[src/design/dra_pkg.sv]
`timescale 1ns / 1ps
// ----------------------------------------------------------------------------
// dra_pkg
// shared codes, defaults and control types of the damage rectangle block
// ----------------------------------------------------------------------------
package dra_pkg;

  localparam int unsigned MaxRectsDefault  = 3;
  localparam int unsigned CoordBitsDefault = 16;
  localparam int unsigned InBits           = 15;

  typedef enum logic [1:0] {
    OP_ADD   = 2'd0,
    OP_WHOLE = 2'd1,
    OP_DRAIN = 2'd2
  } op_e;

  // control of one cell of the rectangle ring
  typedef struct packed {
    logic shift;
    logic ins;
  } cell_ctrl_t;

endpackage

[src/design/dra_cell.sv]
`timescale 1ns / 1ps
// ----------------------------------------------------------------------------
// dra_cell
// one stage of the rectangle ring: holds a rectangle and its area
// ----------------------------------------------------------------------------
module dra_cell #(
  parameter int unsigned W = dra_pkg::CoordBitsDefault
) (
  input  logic                  clk_i,
  input  dra_pkg::cell_ctrl_t   ctrl_i,
  input  logic signed [W-1:0]   nbr_l_i,
  input  logic signed [W-1:0]   nbr_t_i,
  input  logic signed [W-1:0]   nbr_r_i,
  input  logic signed [W-1:0]   nbr_b_i,
  input  logic        [2*W-1:0] nbr_area_i,
  input  logic signed [W-1:0]   ins_l_i,
  input  logic signed [W-1:0]   ins_t_i,
  input  logic signed [W-1:0]   ins_r_i,
  input  logic signed [W-1:0]   ins_b_i,
  input  logic        [2*W-1:0] ins_area_i,
  output logic signed [W-1:0]   l_o,
  output logic signed [W-1:0]   t_o,
  output logic signed [W-1:0]   r_o,
  output logic signed [W-1:0]   b_o,
  output logic        [2*W-1:0] area_o
);

  logic signed [W-1:0]   l_q, t_q, r_q, b_q;
  logic        [2*W-1:0] area_q;

  // payload only, no reset
  always_ff @(posedge clk_i) begin
    if (ctrl_i.shift) begin
      if (ctrl_i.ins) begin
        l_q    <= ins_l_i;
        t_q    <= ins_t_i;
        r_q    <= ins_r_i;
        b_q    <= ins_b_i;
        area_q <= ins_area_i;
      end else begin
        l_q    <= nbr_l_i;
        t_q    <= nbr_t_i;
        r_q    <= nbr_r_i;
        b_q    <= nbr_b_i;
        area_q <= nbr_area_i;
      end
    end
  end

  assign l_o    = l_q;
  assign t_o    = t_q;
  assign r_o    = r_q;
  assign b_o    = b_q;
  assign area_o = area_q;

endmodule

[src/design/dra_eval.sv]
`timescale 1ns / 1ps
// ----------------------------------------------------------------------------
// dra_eval
// two-stage scoring of the ring head against the added rectangle
// ----------------------------------------------------------------------------
module dra_eval #(
  parameter int unsigned W  = dra_pkg::CoordBitsDefault,
  parameter int unsigned IW = 2
) (
  input  logic                  clk_i,
  input  logic                  rst_ni,
  input  logic                  valid_i,
  input  logic        [IW-1:0]  pos_i,
  input  logic signed [W-1:0]   s_l_i,
  input  logic signed [W-1:0]   s_t_i,
  input  logic signed [W-1:0]   s_r_i,
  input  logic signed [W-1:0]   s_b_i,
  input  logic        [2*W-1:0] s_area_i,
  input  logic signed [W-1:0]   a_l_i,
  input  logic signed [W-1:0]   a_t_i,
  input  logic signed [W-1:0]   a_r_i,
  input  logic signed [W-1:0]   a_b_i,
  input  logic        [2*W-1:0] a_area_i,
  output logic                  valid_o,
  output logic        [IW-1:0]  pos_o,
  output logic                  touch_o,
  output logic                  ratio_ok_o,
  output logic        [2*W-1:0] cost_o,
  output logic        [2*W-1:0] area_m_o
);

  logic signed [W:0]   sl2, st2, sr2, sb2, al, at, ar, ab;
  logic signed [W-1:0] ml, mt, mr, mb;
  logic signed [W:0]   dw_full, dh_full;
  logic                touch;

  logic                v1_q, v2_q;
  logic [IW-1:0]       p1_q, p2_q;
  logic                t1_q, t2_q;
  logic [W-1:0]        dw_q, dh_q;
  logic [2*W-1:0]      sa1_q, sa2_q;
  logic [2*W:0]        sep1_q, sep2_q;
  logic [2*W-1:0]      am_q;
  logic [2*W+3:0]      lhs, rhs;

  always_comb begin
    sl2 = (W+1)'(s_l_i) - (W+1)'(2);
    st2 = (W+1)'(s_t_i) - (W+1)'(2);
    sr2 = (W+1)'(s_r_i) + (W+1)'(2);
    sb2 = (W+1)'(s_b_i) + (W+1)'(2);
    al  = (W+1)'(a_l_i);
    at  = (W+1)'(a_t_i);
    ar  = (W+1)'(a_r_i);
    ab  = (W+1)'(a_b_i);
    // overlap of the grown head with the added rectangle
    touch = (sl2 < ar) && (al < sr2) && (st2 < ab) && (at < sb2);
    ml = (s_l_i < a_l_i) ? s_l_i : a_l_i;
    mt = (s_t_i < a_t_i) ? s_t_i : a_t_i;
    mr = (s_r_i > a_r_i) ? s_r_i : a_r_i;
    mb = (s_b_i > a_b_i) ? s_b_i : a_b_i;
    dw_full = (W+1)'(mr) - (W+1)'(ml);
    dh_full = (W+1)'(mb) - (W+1)'(mt);
  end

  always_ff @(posedge clk_i or negedge rst_ni) begin
    if (!rst_ni) begin
      v1_q <= 1'b0;
      v2_q <= 1'b0;
    end else begin
      v1_q <= valid_i;
      v2_q <= v1_q;
    end
  end

  always_ff @(posedge clk_i) begin
    p1_q   <= pos_i;
    t1_q   <= touch;
    dw_q   <= dw_full[W-1:0];
    dh_q   <= dh_full[W-1:0];
    sa1_q  <= s_area_i;
    sep1_q <= {1'b0, s_area_i} + {1'b0, a_area_i};
    p2_q   <= p1_q;
    t2_q   <= t1_q;
    sa2_q  <= sa1_q;
    sep2_q <= sep1_q;
    am_q   <= dw_q * dh_q;
  end

  // joined area * 4 against separate sum * 5
  assign lhs = {2'b00, am_q, 2'b00};
  assign rhs = {1'b0, sep2_q, 2'b00} + {3'b000, sep2_q};

  assign valid_o    = v2_q;
  assign pos_o      = p2_q;
  assign touch_o    = t2_q;
  assign ratio_ok_o = (lhs <= rhs);
  assign cost_o     = am_q - sa2_q;
  assign area_m_o   = am_q;

endmodule

[src/design/dirty_rectangle_accumulator.sv]
`timescale 1ns / 1ps
// ----------------------------------------------------------------------------
// dirty_rectangle_accumulator
// gathers screen damage into a few merged rectangles and a whole-screen flag
// ----------------------------------------------------------------------------
// usage
//   input channel (in_valid_i / in_stall_o) carries an op and a rectangle:
//   add, mark whole screen or drain at frame start. output channel
//   (out_valid_o / out_stall_i) carries one damage rectangle per transfer,
//   or one whole-screen result, with last_o on the final one of a drain.
//   the stored rectangles sit in a ring of MAX_RECTS cells that rotates one
//   step a cycle during a walk, and during a drain while the receiver takes
//   results, past a two-stage scoring unit. an add that is kept stalls the
//   input after its transfer through the area, scoring walk and write-back
//   walk states. ignored adds and mark whole do not stall the input. a drain
//   emits one result a cycle while the receiver takes them; out_valid_o
//   rises once the drain state is reached and the output register is free.
//   reset sets the whole-screen flag and empties the store, so the first
//   drain reports the whole screen.
//   when the receiver stalls the result register holds; the block keeps
//   taking adds while a result waits, a further drain waits for room
// ----------------------------------------------------------------------------
module dirty_rectangle_accumulator #(
  parameter int unsigned MAX_RECTS  = dra_pkg::MaxRectsDefault,
  parameter int unsigned COORD_BITS = dra_pkg::CoordBitsDefault
) (
  input  logic                               clk_i,
  input  logic                               rst_ni,
  input  logic                               in_valid_i,
  output logic                               in_stall_o,
  input  logic [1:0]                         op_i,
  input  logic signed [dra_pkg::InBits-1:0]  rect_left_i,
  input  logic signed [dra_pkg::InBits-1:0]  rect_top_i,
  input  logic signed [dra_pkg::InBits-1:0]  rect_right_i,
  input  logic signed [dra_pkg::InBits-1:0]  rect_bottom_i,
  output logic                               out_valid_o,
  input  logic                               out_stall_i,
  output logic                               whole_screen_o,
  output logic signed [COORD_BITS-1:0]       out_left_o,
  output logic signed [COORD_BITS-1:0]       out_top_o,
  output logic signed [COORD_BITS-1:0]       out_right_o,
  output logic signed [COORD_BITS-1:0]       out_bottom_o,
  output logic                               last_o
);

  localparam int unsigned W  = COORD_BITS;
  localparam int unsigned N  = MAX_RECTS;
  localparam int unsigned IW = (N > 1) ? $clog2(N) : 1;
  localparam int unsigned CW = $clog2(N + 1);
  localparam int unsigned SW = $clog2(N + 3);

  typedef enum logic [2:0] {
    ST_IDLE,
    ST_AREA,
    ST_WALK,
    ST_APPLY,
    ST_DRAIN
  } state_e;

  state_e state_q;
  logic [CW-1:0] count_q;
  logic          whole_q;
  logic [SW-1:0] step_q;

  // added rectangle, already grown by the margin
  logic signed [W-1:0] a_l_q, a_t_q, a_r_q, a_b_q;
  logic [2*W-1:0]      area_a_q;

  // walk results
  logic           touch_hit_q, ratio_hit_q, best_hit_q;
  logic [IW-1:0]  touch_idx_q, ratio_idx_q, best_idx_q;
  logic [2*W-1:0] touch_area_q, ratio_area_q, best_area_q, best_cost_q;

  // output register
  logic                out_valid_q, whole_out_q, last_q;
  logic signed [W-1:0] ol_q, ot_q, or_q, ob_q;

  // ring of cells
  logic signed [W-1:0] cl [N];
  logic signed [W-1:0] ct [N];
  logic signed [W-1:0] cr [N];
  logic signed [W-1:0] cb [N];
  logic [2*W-1:0]      ca [N];

  logic                ring_shift, ring_ins;
  logic signed [W-1:0] ins_l, ins_t, ins_r, ins_b;
  logic [2*W-1:0]      ins_area;

  dra_pkg::cell_ctrl_t ctrl_mid, ctrl_tail;

  assign ctrl_mid.shift  = ring_shift;
  assign ctrl_mid.ins    = 1'b0;
  assign ctrl_tail.shift = ring_shift;
  assign ctrl_tail.ins   = ring_ins;

  for (genvar g = 0; g < N; g++) begin : g_cell
    if (g == N - 1) begin : g_tail
      dra_cell #(.W(W)) u_cell (
        .clk_i      (clk_i),
        .ctrl_i     (ctrl_tail),
        .nbr_l_i    (cl[0]),
        .nbr_t_i    (ct[0]),
        .nbr_r_i    (cr[0]),
        .nbr_b_i    (cb[0]),
        .nbr_area_i (ca[0]),
        .ins_l_i    (ins_l),
        .ins_t_i    (ins_t),
        .ins_r_i    (ins_r),
        .ins_b_i    (ins_b),
        .ins_area_i (ins_area),
        .l_o        (cl[g]),
        .t_o        (ct[g]),
        .r_o        (cr[g]),
        .b_o        (cb[g]),
        .area_o     (ca[g])
      );
    end else begin : g_body
      dra_cell #(.W(W)) u_cell (
        .clk_i      (clk_i),
        .ctrl_i     (ctrl_mid),
        .nbr_l_i    (cl[g+1]),
        .nbr_t_i    (ct[g+1]),
        .nbr_r_i    (cr[g+1]),
        .nbr_b_i    (cb[g+1]),
        .nbr_area_i (ca[g+1]),
        .ins_l_i    (ins_l),
        .ins_t_i    (ins_t),
        .ins_r_i    (ins_r),
        .ins_b_i    (ins_b),
        .ins_area_i (ins_area),
        .l_o        (cl[g]),
        .t_o        (ct[g]),
        .r_o        (cr[g]),
        .b_o        (cb[g]),
        .area_o     (ca[g])
      );
    end
  end

  // scoring unit at the ring head
  logic           ev_valid_in;
  logic           ev_valid, ev_touch, ev_ratio;
  logic [IW-1:0]  ev_pos;
  logic [2*W-1:0] ev_cost, ev_area_m;

  assign ev_valid_in = (state_q == ST_WALK) && (step_q < SW'(N)) &&
                       (step_q < SW'(count_q));

  dra_eval #(.W(W), .IW(IW)) u_eval (
    .clk_i      (clk_i),
    .rst_ni     (rst_ni),
    .valid_i    (ev_valid_in),
    .pos_i      (step_q[IW-1:0]),
    .s_l_i      (cl[0]),
    .s_t_i      (ct[0]),
    .s_r_i      (cr[0]),
    .s_b_i      (cb[0]),
    .s_area_i   (ca[0]),
    .a_l_i      (a_l_q),
    .a_t_i      (a_t_q),
    .a_r_i      (a_r_q),
    .a_b_i      (a_b_q),
    .a_area_i   (area_a_q),
    .valid_o    (ev_valid),
    .pos_o      (ev_pos),
    .touch_o    (ev_touch),
    .ratio_ok_o (ev_ratio),
    .cost_o     (ev_cost),
    .area_m_o   (ev_area_m)
  );

  // write-back choice: touch, then ratio, then free slot, then least growth
  logic           do_fill;
  logic [IW-1:0]  tgt_idx;
  logic [2*W-1:0] tgt_area;

  always_comb begin
    do_fill  = 1'b0;
    tgt_idx  = best_idx_q;
    tgt_area = best_area_q;
    if (touch_hit_q) begin
      tgt_idx  = touch_idx_q;
      tgt_area = touch_area_q;
    end else if (ratio_hit_q) begin
      tgt_idx  = ratio_idx_q;
      tgt_area = ratio_area_q;
    end else if (count_q < CW'(N)) begin
      do_fill  = 1'b1;
      tgt_idx  = count_q[IW-1:0];
      tgt_area = area_a_q;
    end
  end

  always_comb begin
    if (do_fill) begin
      ins_l = a_l_q;
      ins_t = a_t_q;
      ins_r = a_r_q;
      ins_b = a_b_q;
    end else begin
      ins_l = (cl[0] < a_l_q) ? cl[0] : a_l_q;
      ins_t = (ct[0] < a_t_q) ? ct[0] : a_t_q;
      ins_r = (cr[0] > a_r_q) ? cr[0] : a_r_q;
      ins_b = (cb[0] > a_b_q) ? cb[0] : a_b_q;
    end
    ins_area = tgt_area;
  end

  logic out_free, drain_emit;
  assign out_free   = !out_valid_q || !out_stall_i;
  assign drain_emit = (state_q == ST_DRAIN) && out_free;

  assign ring_ins   = (state_q == ST_APPLY) && (step_q[IW-1:0] == tgt_idx);
  assign ring_shift = ((state_q == ST_WALK) && (step_q < SW'(N))) ||
                      (state_q == ST_APPLY) ||
                      (drain_emit && !whole_q && (count_q != '0));

  assign in_stall_o = (state_q != ST_IDLE);

  logic in_xfer;
  assign in_xfer = in_valid_i && !in_stall_o;

  logic signed [W-1:0] gl, gt, gr, gb;
  logic [W-1:0]        aw, ah;
  always_comb begin
    gl = W'(rect_left_i) - W'(2);
    gt = W'(rect_top_i) - W'(2);
    gr = W'(rect_right_i) + W'(2);
    gb = W'(rect_bottom_i) + W'(2);
    aw = a_r_q - a_l_q;
    ah = a_b_q - a_t_q;
  end

  always_ff @(posedge clk_i or negedge rst_ni) begin
    if (!rst_ni) begin
      state_q     <= ST_IDLE;
      count_q     <= '0;
      whole_q     <= 1'b1;
      step_q      <= '0;
      out_valid_q <= 1'b0;
      touch_hit_q <= 1'b0;
      ratio_hit_q <= 1'b0;
      best_hit_q  <= 1'b0;
    end else begin
      if (out_valid_q && !out_stall_i) begin
        out_valid_q <= 1'b0;
      end
      unique case (state_q)
        ST_IDLE: begin
          if (in_xfer) begin
            unique case (op_i)
              dra_pkg::OP_ADD: begin
                // empty rectangles and adds under the flag are dropped
                if (!whole_q && (rect_left_i < rect_right_i) &&
                    (rect_top_i < rect_bottom_i)) begin
                  state_q <= ST_AREA;
                end
              end
              dra_pkg::OP_WHOLE: begin
                whole_q <= 1'b1;
                count_q <= '0;
              end
              dra_pkg::OP_DRAIN: begin
                state_q <= ST_DRAIN;
              end
              default: begin
              end
            endcase
          end
        end
        ST_AREA: begin
          step_q      <= '0;
          touch_hit_q <= 1'b0;
          ratio_hit_q <= 1'b0;
          best_hit_q  <= 1'b0;
          state_q     <= ST_WALK;
        end
        ST_WALK: begin
          if (ev_valid) begin
            if (!touch_hit_q && ev_touch) begin
              touch_hit_q  <= 1'b1;
              touch_idx_q  <= ev_pos;
              touch_area_q <= ev_area_m;
            end
            if (!ratio_hit_q && ev_ratio) begin
              ratio_hit_q  <= 1'b1;
              ratio_idx_q  <= ev_pos;
              ratio_area_q <= ev_area_m;
            end
            // strict compare keeps the first slot on ties
            if (!best_hit_q || (ev_cost < best_cost_q)) begin
              best_hit_q  <= 1'b1;
              best_idx_q  <= ev_pos;
              best_area_q <= ev_area_m;
              best_cost_q <= ev_cost;
            end
          end
          if (step_q == SW'(N + 1)) begin
            step_q  <= '0;
            state_q <= ST_APPLY;
          end else begin
            step_q <= step_q + SW'(1);
          end
        end
        ST_APPLY: begin
          if (step_q == SW'(N - 1)) begin
            step_q  <= '0;
            state_q <= ST_IDLE;
            if (do_fill) begin
              count_q <= count_q + CW'(1);
            end
          end else begin
            step_q <= step_q + SW'(1);
          end
        end
        ST_DRAIN: begin
          if (out_free) begin
            out_valid_q <= 1'b1;
            if (whole_q || (count_q == '0)) begin
              whole_out_q <= 1'b1;
              ol_q        <= '0;
              ot_q        <= '0;
              or_q        <= '0;
              ob_q        <= '0;
              last_q      <= 1'b1;
              whole_q     <= 1'b0;
              count_q     <= '0;
              state_q     <= ST_IDLE;
            end else begin
              whole_out_q <= 1'b0;
              ol_q        <= cl[0];
              ot_q        <= ct[0];
              or_q        <= cr[0];
              ob_q        <= cb[0];
              last_q      <= (count_q == CW'(1));
              count_q     <= count_q - CW'(1);
              if (count_q == CW'(1)) begin
                state_q <= ST_IDLE;
              end
            end
          end
        end
        default: begin
          state_q <= ST_IDLE;
        end
      endcase
    end
  end

  // operand capture and area of the added rectangle
  always_ff @(posedge clk_i) begin
    if (in_xfer) begin
      a_l_q <= gl;
      a_t_q <= gt;
      a_r_q <= gr;
      a_b_q <= gb;
    end
    if (state_q == ST_AREA) begin
      area_a_q <= aw * ah;
    end
  end

  assign out_valid_o    = out_valid_q;
  assign whole_screen_o = whole_out_q;
  assign out_left_o     = ol_q;
  assign out_top_o      = ot_q;
  assign out_right_o    = or_q;
  assign out_bottom_o   = ob_q;
  assign last_o         = last_q;

  // the store is never over-full
  a_count_range : assert property (@(posedge clk_i) disable iff (!rst_ni)
    count_q <= CW'(N))
    else $error("rectangle count beyond capacity");

  // under the whole-screen flag nothing is stored
  a_whole_empty : assert property (@(posedge clk_i) disable iff (!rst_ni)
    whole_q |-> (count_q == '0))
    else $error("rectangles kept under whole-screen flag");

  // a whole-screen result always closes its drain
  a_whole_last : assert property (@(posedge clk_i) disable iff (!rst_ni)
    (out_valid_o && whole_screen_o) |-> last_o)
    else $error("whole-screen result without last");

  // a drain transfer always starts a result sequence
  a_drain_busy : assert property (@(posedge clk_i) disable iff (!rst_ni)
    (in_xfer && (op_i == dra_pkg::OP_DRAIN)) |=> in_stall_o)
    else $error("drain did not occupy the block");

endmodule
[config.mk]
export PLATFORM = sky130hd
export DESIGN_NAME = dirty_rectangle_accumulator
export DESIGN_NICKNAME = d
export VERILOG_FILES = /design/src/design/dra_pkg.sv /design/src/design/dra_cell.sv /design/src/design/dra_eval.sv /design/src/design/dirty_rectangle_accumulator.sv
export SDC_FILE = /design/constraint.sdc
export NUM_CORES = 2
export LEC_CHECK = 0
export ABC_AREA = 1
export BUFFER_PORTS_ARGS = -buffer_cell sky130_fd_sc_hd__buf_2
export CAP_MARGIN = 20
export CORE_ASPECT_RATIO = 1.75
export CORE_MARGIN = 2
export CORE_UTILIZATION = 36
export CTS_CLUSTER_SIZE = 14
export DETAILED_ROUTE_END_ITERATION = 10
export PLACE_DENSITY = 0.48
export REMOVE_ABC_BUFFERS = 1
export SYNTH_ARGS = -nofsm -noshare
export SYNTH_HDL_FRONTEND = slang
export SYNTH_SLANG_ARGS = --single-unit
[constraint.sdc]
create_clock -name clk_i -period 22.1 [get_ports clk_i]
set_input_delay 1.105 -clock clk_i [delete_from_list [all_inputs] [get_ports clk_i]]
set_output_delay 1.105 -clock clk_i [all_outputs]
set_load 0.01 [all_outputs]
==> tab_implementation.tex <==
\begin{tabular}{lr}
\hline
Metric & Value \\
\hline
\multicolumn{2}{l}{\textbf{Status}} \\
\quad Outcome & finished, final reports clean \\
\multicolumn{2}{l}{\textbf{Clock network}} \\
\quad Clock transition time at the flip-flop clock pins of the worst setup and hold paths & 0.07 ns \\
\quad Maximum number of buffers from clock root to sink & 3 \\
\quad CTS Hold Bufs & 0 \\
\quad TritonCTS clock tree & built \\
\quad Sink count of the clock tree & 799 \\
\quad Latest clock arrival within the worst-skew pair & 0.69 ns \\
\quad Post-CTS Resized & 0 \\
\quad Num CTS Buffers & 80 \\
\quad Maximum level of the CTS H-tree & 3 \\
\quad Library cell used as clock root buffer & clkbuf\_16 \\
\quad Buffer count from post-CTS setup fixing & 0 \\
\multicolumn{2}{l}{\textbf{Global routing}} \\
\quad Number of global-route vias before repair & 45,900 \\
\quad Global-route wire length before repair & 267 mm \\
\quad GR Overflow Total & 0 \\
\quad Maximum number of pins on one net before global-route repair & 68 \\
\quad Initial antenna violation count & 2 \\
\quad Global routing usage summed across all routing layers & 0.215 \\
\multicolumn{2}{l}{\textbf{Place}} \\
\quad Number of I/O port buffers & 133 \\
\quad Final estimated routing congestion in global placement & 0.938 \\
\quad Detail Placement HPWL & 142 mm \\
\multicolumn{2}{l}{\textbf{Timing}} \\
\quad Headroom to the max-slew limit & 0.230 \\
\quad Final number of setup-violating endpoints & 0 \\
\quad Shortest period the worst path allows & 8.35 ns \\
\quad RSZ-0062 raised after global routing & false \\
\quad Final Skew & 0.0425 ns \\
\quad Achievable frequency & 120 MHz \\
\quad Actual slew at the worst max-slew pin & 1.15 ns \\
\quad Count of endpoints failing hold in the final timing report & 0 \\
\quad Total count of max-transition violations in the final report & 0 \\
\quad Setup TNS & 0 ns \\
\quad Final Cycle Share & 0.378 \\
\multicolumn{2}{l}{\textbf{Floorplanning}} \\
\quad Die Footprint & 165,000 um\^{}2 \\
\quad Std cell rows & 195 \\
\quad Vertical die dimension & 536 um \\
\quad Number of primary I/O pins & 134 \\
\quad Effective utilization at floorplan & 0.362 \\
\quad Floorplan core area & 161,000 um\^{}2 \\
\quad Floorplan die width & 308 um \\
\multicolumn{2}{l}{\textbf{Synth}} \\
\quad Gate count after technology mapping & 6,356 \\
\quad Post-synthesis sequential element count & 799 \\
\quad Share of the yosys chip area belonging to registers & 0.377 \\
\quad Top\_reg\_cell synth & edfxtp\_1 \\
\quad Synthesized area per cell & 9.15 um\^{}2 \\
\quad Number of warnings issued by yosys & 0 \\
\quad Yosys cell types & 63 \\
\quad Post-synthesis async set-or-reset flop share & 0.0188 \\
\quad Post-synth EDFFs & 584 \\
\quad Synthesized area & 58,100 um\^{}2 \\
\multicolumn{2}{l}{\textbf{Setup path}} \\
\quad Worst setup slack for register-to-register paths & 13.75 ns \\
\quad Reg-to-Reg Start & a\_l\_q[0] \\
\quad Data required time at the worst endpoint & 22.52 ns \\
\quad Kind of critical path & reg2reg \\
\quad Capture point of the worst path & area\_a\_q[30] \\
\quad Worst-path fanout max & 9 \\
\quad Worst setup path startpoint & a\_l\_q[0] \\
\quad Critical path arrival & 8.77 ns \\
\quad Depth of the most critical reg-to-reg path & 27 \\
\quad Critical path endpoint category & flop \\
\quad Kind of start point of the critical path & flop \\
\quad Worst R2R End & area\_a\_q[30] \\
\multicolumn{2}{l}{\textbf{Detailed routing}} \\
\quad Total vias in the final route & 43,200 \\
\quad Antenna Nets Post-Route & 0 \\
\quad Starting DRC count in detailed routing & 2,049 \\
\quad Via count normalized by instance count & 5.02 \\
\quad Total Routed Length & 176 mm \\
\quad Post-DR wirelength/cell & 20.5 um \\
\quad Remaining design rule violation count & 0 \\
\quad First-pass detailed-route iteration total & 5 \\
\multicolumn{2}{l}{\textbf{Final layout}} \\
\quad Most common cell after layout, fill and taps aside & nand2\_1 \\
\quad Layout net count & 7,520 \\
\quad Filler instances & 16,100 \\
\quad Share of post-route cells with drive strength above 1 & 0.0545 \\
\quad Area taken by flip-flops and latches & 21,900 um\^{}2 \\
\quad Most used cells in the layout excluding fill and tap cells & nand2\_1 (1,312), inv\_1 (1,076), ha\_1 (595) \\
\quad Area overhead of the layout relative to synthesis & 9.75\% \\
\quad Area taken by multi-input logic gates & 31,600 um\^{}2 \\
\quad Max reg flops & 64 \\
\multicolumn{2}{l}{\textbf{Run}} \\
\quad Max Cap Viol & 0 \\
\multicolumn{2}{l}{\textbf{Hold path}} \\
\quad Hold/Removal Path Class & reg2reg \\
\hline
\end{tabular}
==> through the flow <==
stage | hold slack (ns) | std cells | util | area [um^2] | worst slack [ns]
floorplan | 0.310 | 6200 | - | 57500 | 6.04
global placement | 0.311 | 8450 | 0.381 | 61200 | 13.89
detailed placement | 0.312 | 8450 | 0.381 | 61200 | 13.80
CTS | 0.299 | 8598 | 0.397 | 63800 | 13.77
global route | 0.320 | 8600 | 0.397 | 63800 | 13.29
finish | 0.324 | 8600 | 0.397 | 63800 | 13.75
==> metal layers <==
| layer | wire length (um) | vias to the layer above | track usage |
|---|---|---|---|
| met5 | 0 | - | 0 |
| met4 | 10500 | 0 | 0.120 |
| met3 | 4580 | 395 | 0.0161 |
| met2 | 98400 | 918 | 0.429 |
| met1 | 62800 | 21000 | 0.214 |
| li1 | - | 20900 | - |
==> worst min-delay path by stage <==
stage | from | end | cells past startpoint | slack [ns]
after floorplan | u_eval.p1_q[0] | u_eval.pos_o[0] | 0 | 0.31
after global placement | u_eval.sa1_q[31] | u_eval.sa2_q[31] | 0 | 0.31
after detailed placement | u_eval.sa1_q[12] | u_eval.sa2_q[12] | 0 | 0.31
after CTS | rst_ni | state_q[2] | 1 | 0.30
after global routing | u_eval.sa1_q[7] | u_eval.sa2_q[7] | 0 | 0.32
final | u_eval.sa1_q[7] | u_eval.sa2_q[7] | 0 | 0.32
==> worst max-delay path: stages, from the launching register on <==
cell and delay, ns:
edfxtp_1 0.45, ha_1 0.25, inv_1 0.09, fa_1 0.24
nand3_1 0.09, nand2_1 0.17, a21oi_1 0.10, or2_2 0.30
nand2_1 0.48, clkinv_1 0.59, nand2_1 0.24, fa_1 0.43
inv_1 0.08, fa_1 0.45, fa_1 0.54, fa_1 0.52
fa_1 0.55, inv_1 0.06, fa_1 0.53, inv_1 0.04
ha_1 0.35, a21o_1 0.21, o21bai_1 0.17, a21oi_1 0.14
nand3_1 0.19, a21boi_0 0.45, o21ai_0 0.18, xor2_1 0.17
==> cell type report <==
cell class,instances,area share
Multi-Input combinational cell,4309,0.495
Tap cell,2068,0.0405
Timing Repair Buffer,182,0.0162
Antenna cell,2,0.0000784
Clock inverter,39,0.00580
Inverter,1092,0.0643
Clock buffer,109,0.0350
Sequential cell,799,0.343
==> synth_stat cells (all sizes together), types with 6 or more instances <==
| master | number | area (um^2) |
|---|---|---|
| o31ai | 6 | 45.0 |
| o21bai | 24 | 184 |
| clkbuf | 129 | 484 |
| o22ai | 15 | 93.8 |
| a21o | 25 | 188 |
| nand2 | 1313 | 4930 |
| dfrtp | 14 | 350 |
| nand4 | 33 | 206 |
| a211oi | 11 | 82.6 |
| o2111ai | 8 | 70.1 |
| nor2 | 485 | 1830 |
| xnor2 | 80 | 701 |
| clkinv | 7 | 26.3 |
| o21a | 10 | 75.1 |
| nor3 | 81 | 445 |
| fa | 395 | 7910 |
| dfxtp | 200 | 4000 |
| o21ai | 333 | 1670 |
| nand3b | 12 | 103 |
| a31oi | 18 | 113 |
| nand3 | 178 | 896 |
| o211ai | 15 | 113 |
| inv | 1085 | 4080 |
| nor4 | 15 | 93.8 |
| a21oi | 368 | 1850 |
| edfxtp | 584 | 17500 |
| and2 | 20 | 125 |
| or2 | 11 | 68.8 |
| ha | 595 | 7440 |
| buf | 27 | 155 |
| xor2 | 196 | 1730 |
| o311ai | 31 | 272 |
| a21boi | 11 | 82.6 |
==> cells by family (layout without fill, tap and decap cells) <==
family	count (synthesis)	in the layout	share of synthesized area
AO/OA/AOI/OAI	889	889	0.0854
XOR/XNOR	276	276	0.0418
adder cells (fa/ha/maj)	990	990	0.264
buffers and inverters	1248	1422	0.0815
flip-flops	799	799	0.377
other	0	2	0
AND/OR/NAND/NOR	2154	2154	0.150
Power is left out: the tool's default activity adds up to more than one toggle a clock period on the data nets, which glitch-free logic cannot reach.
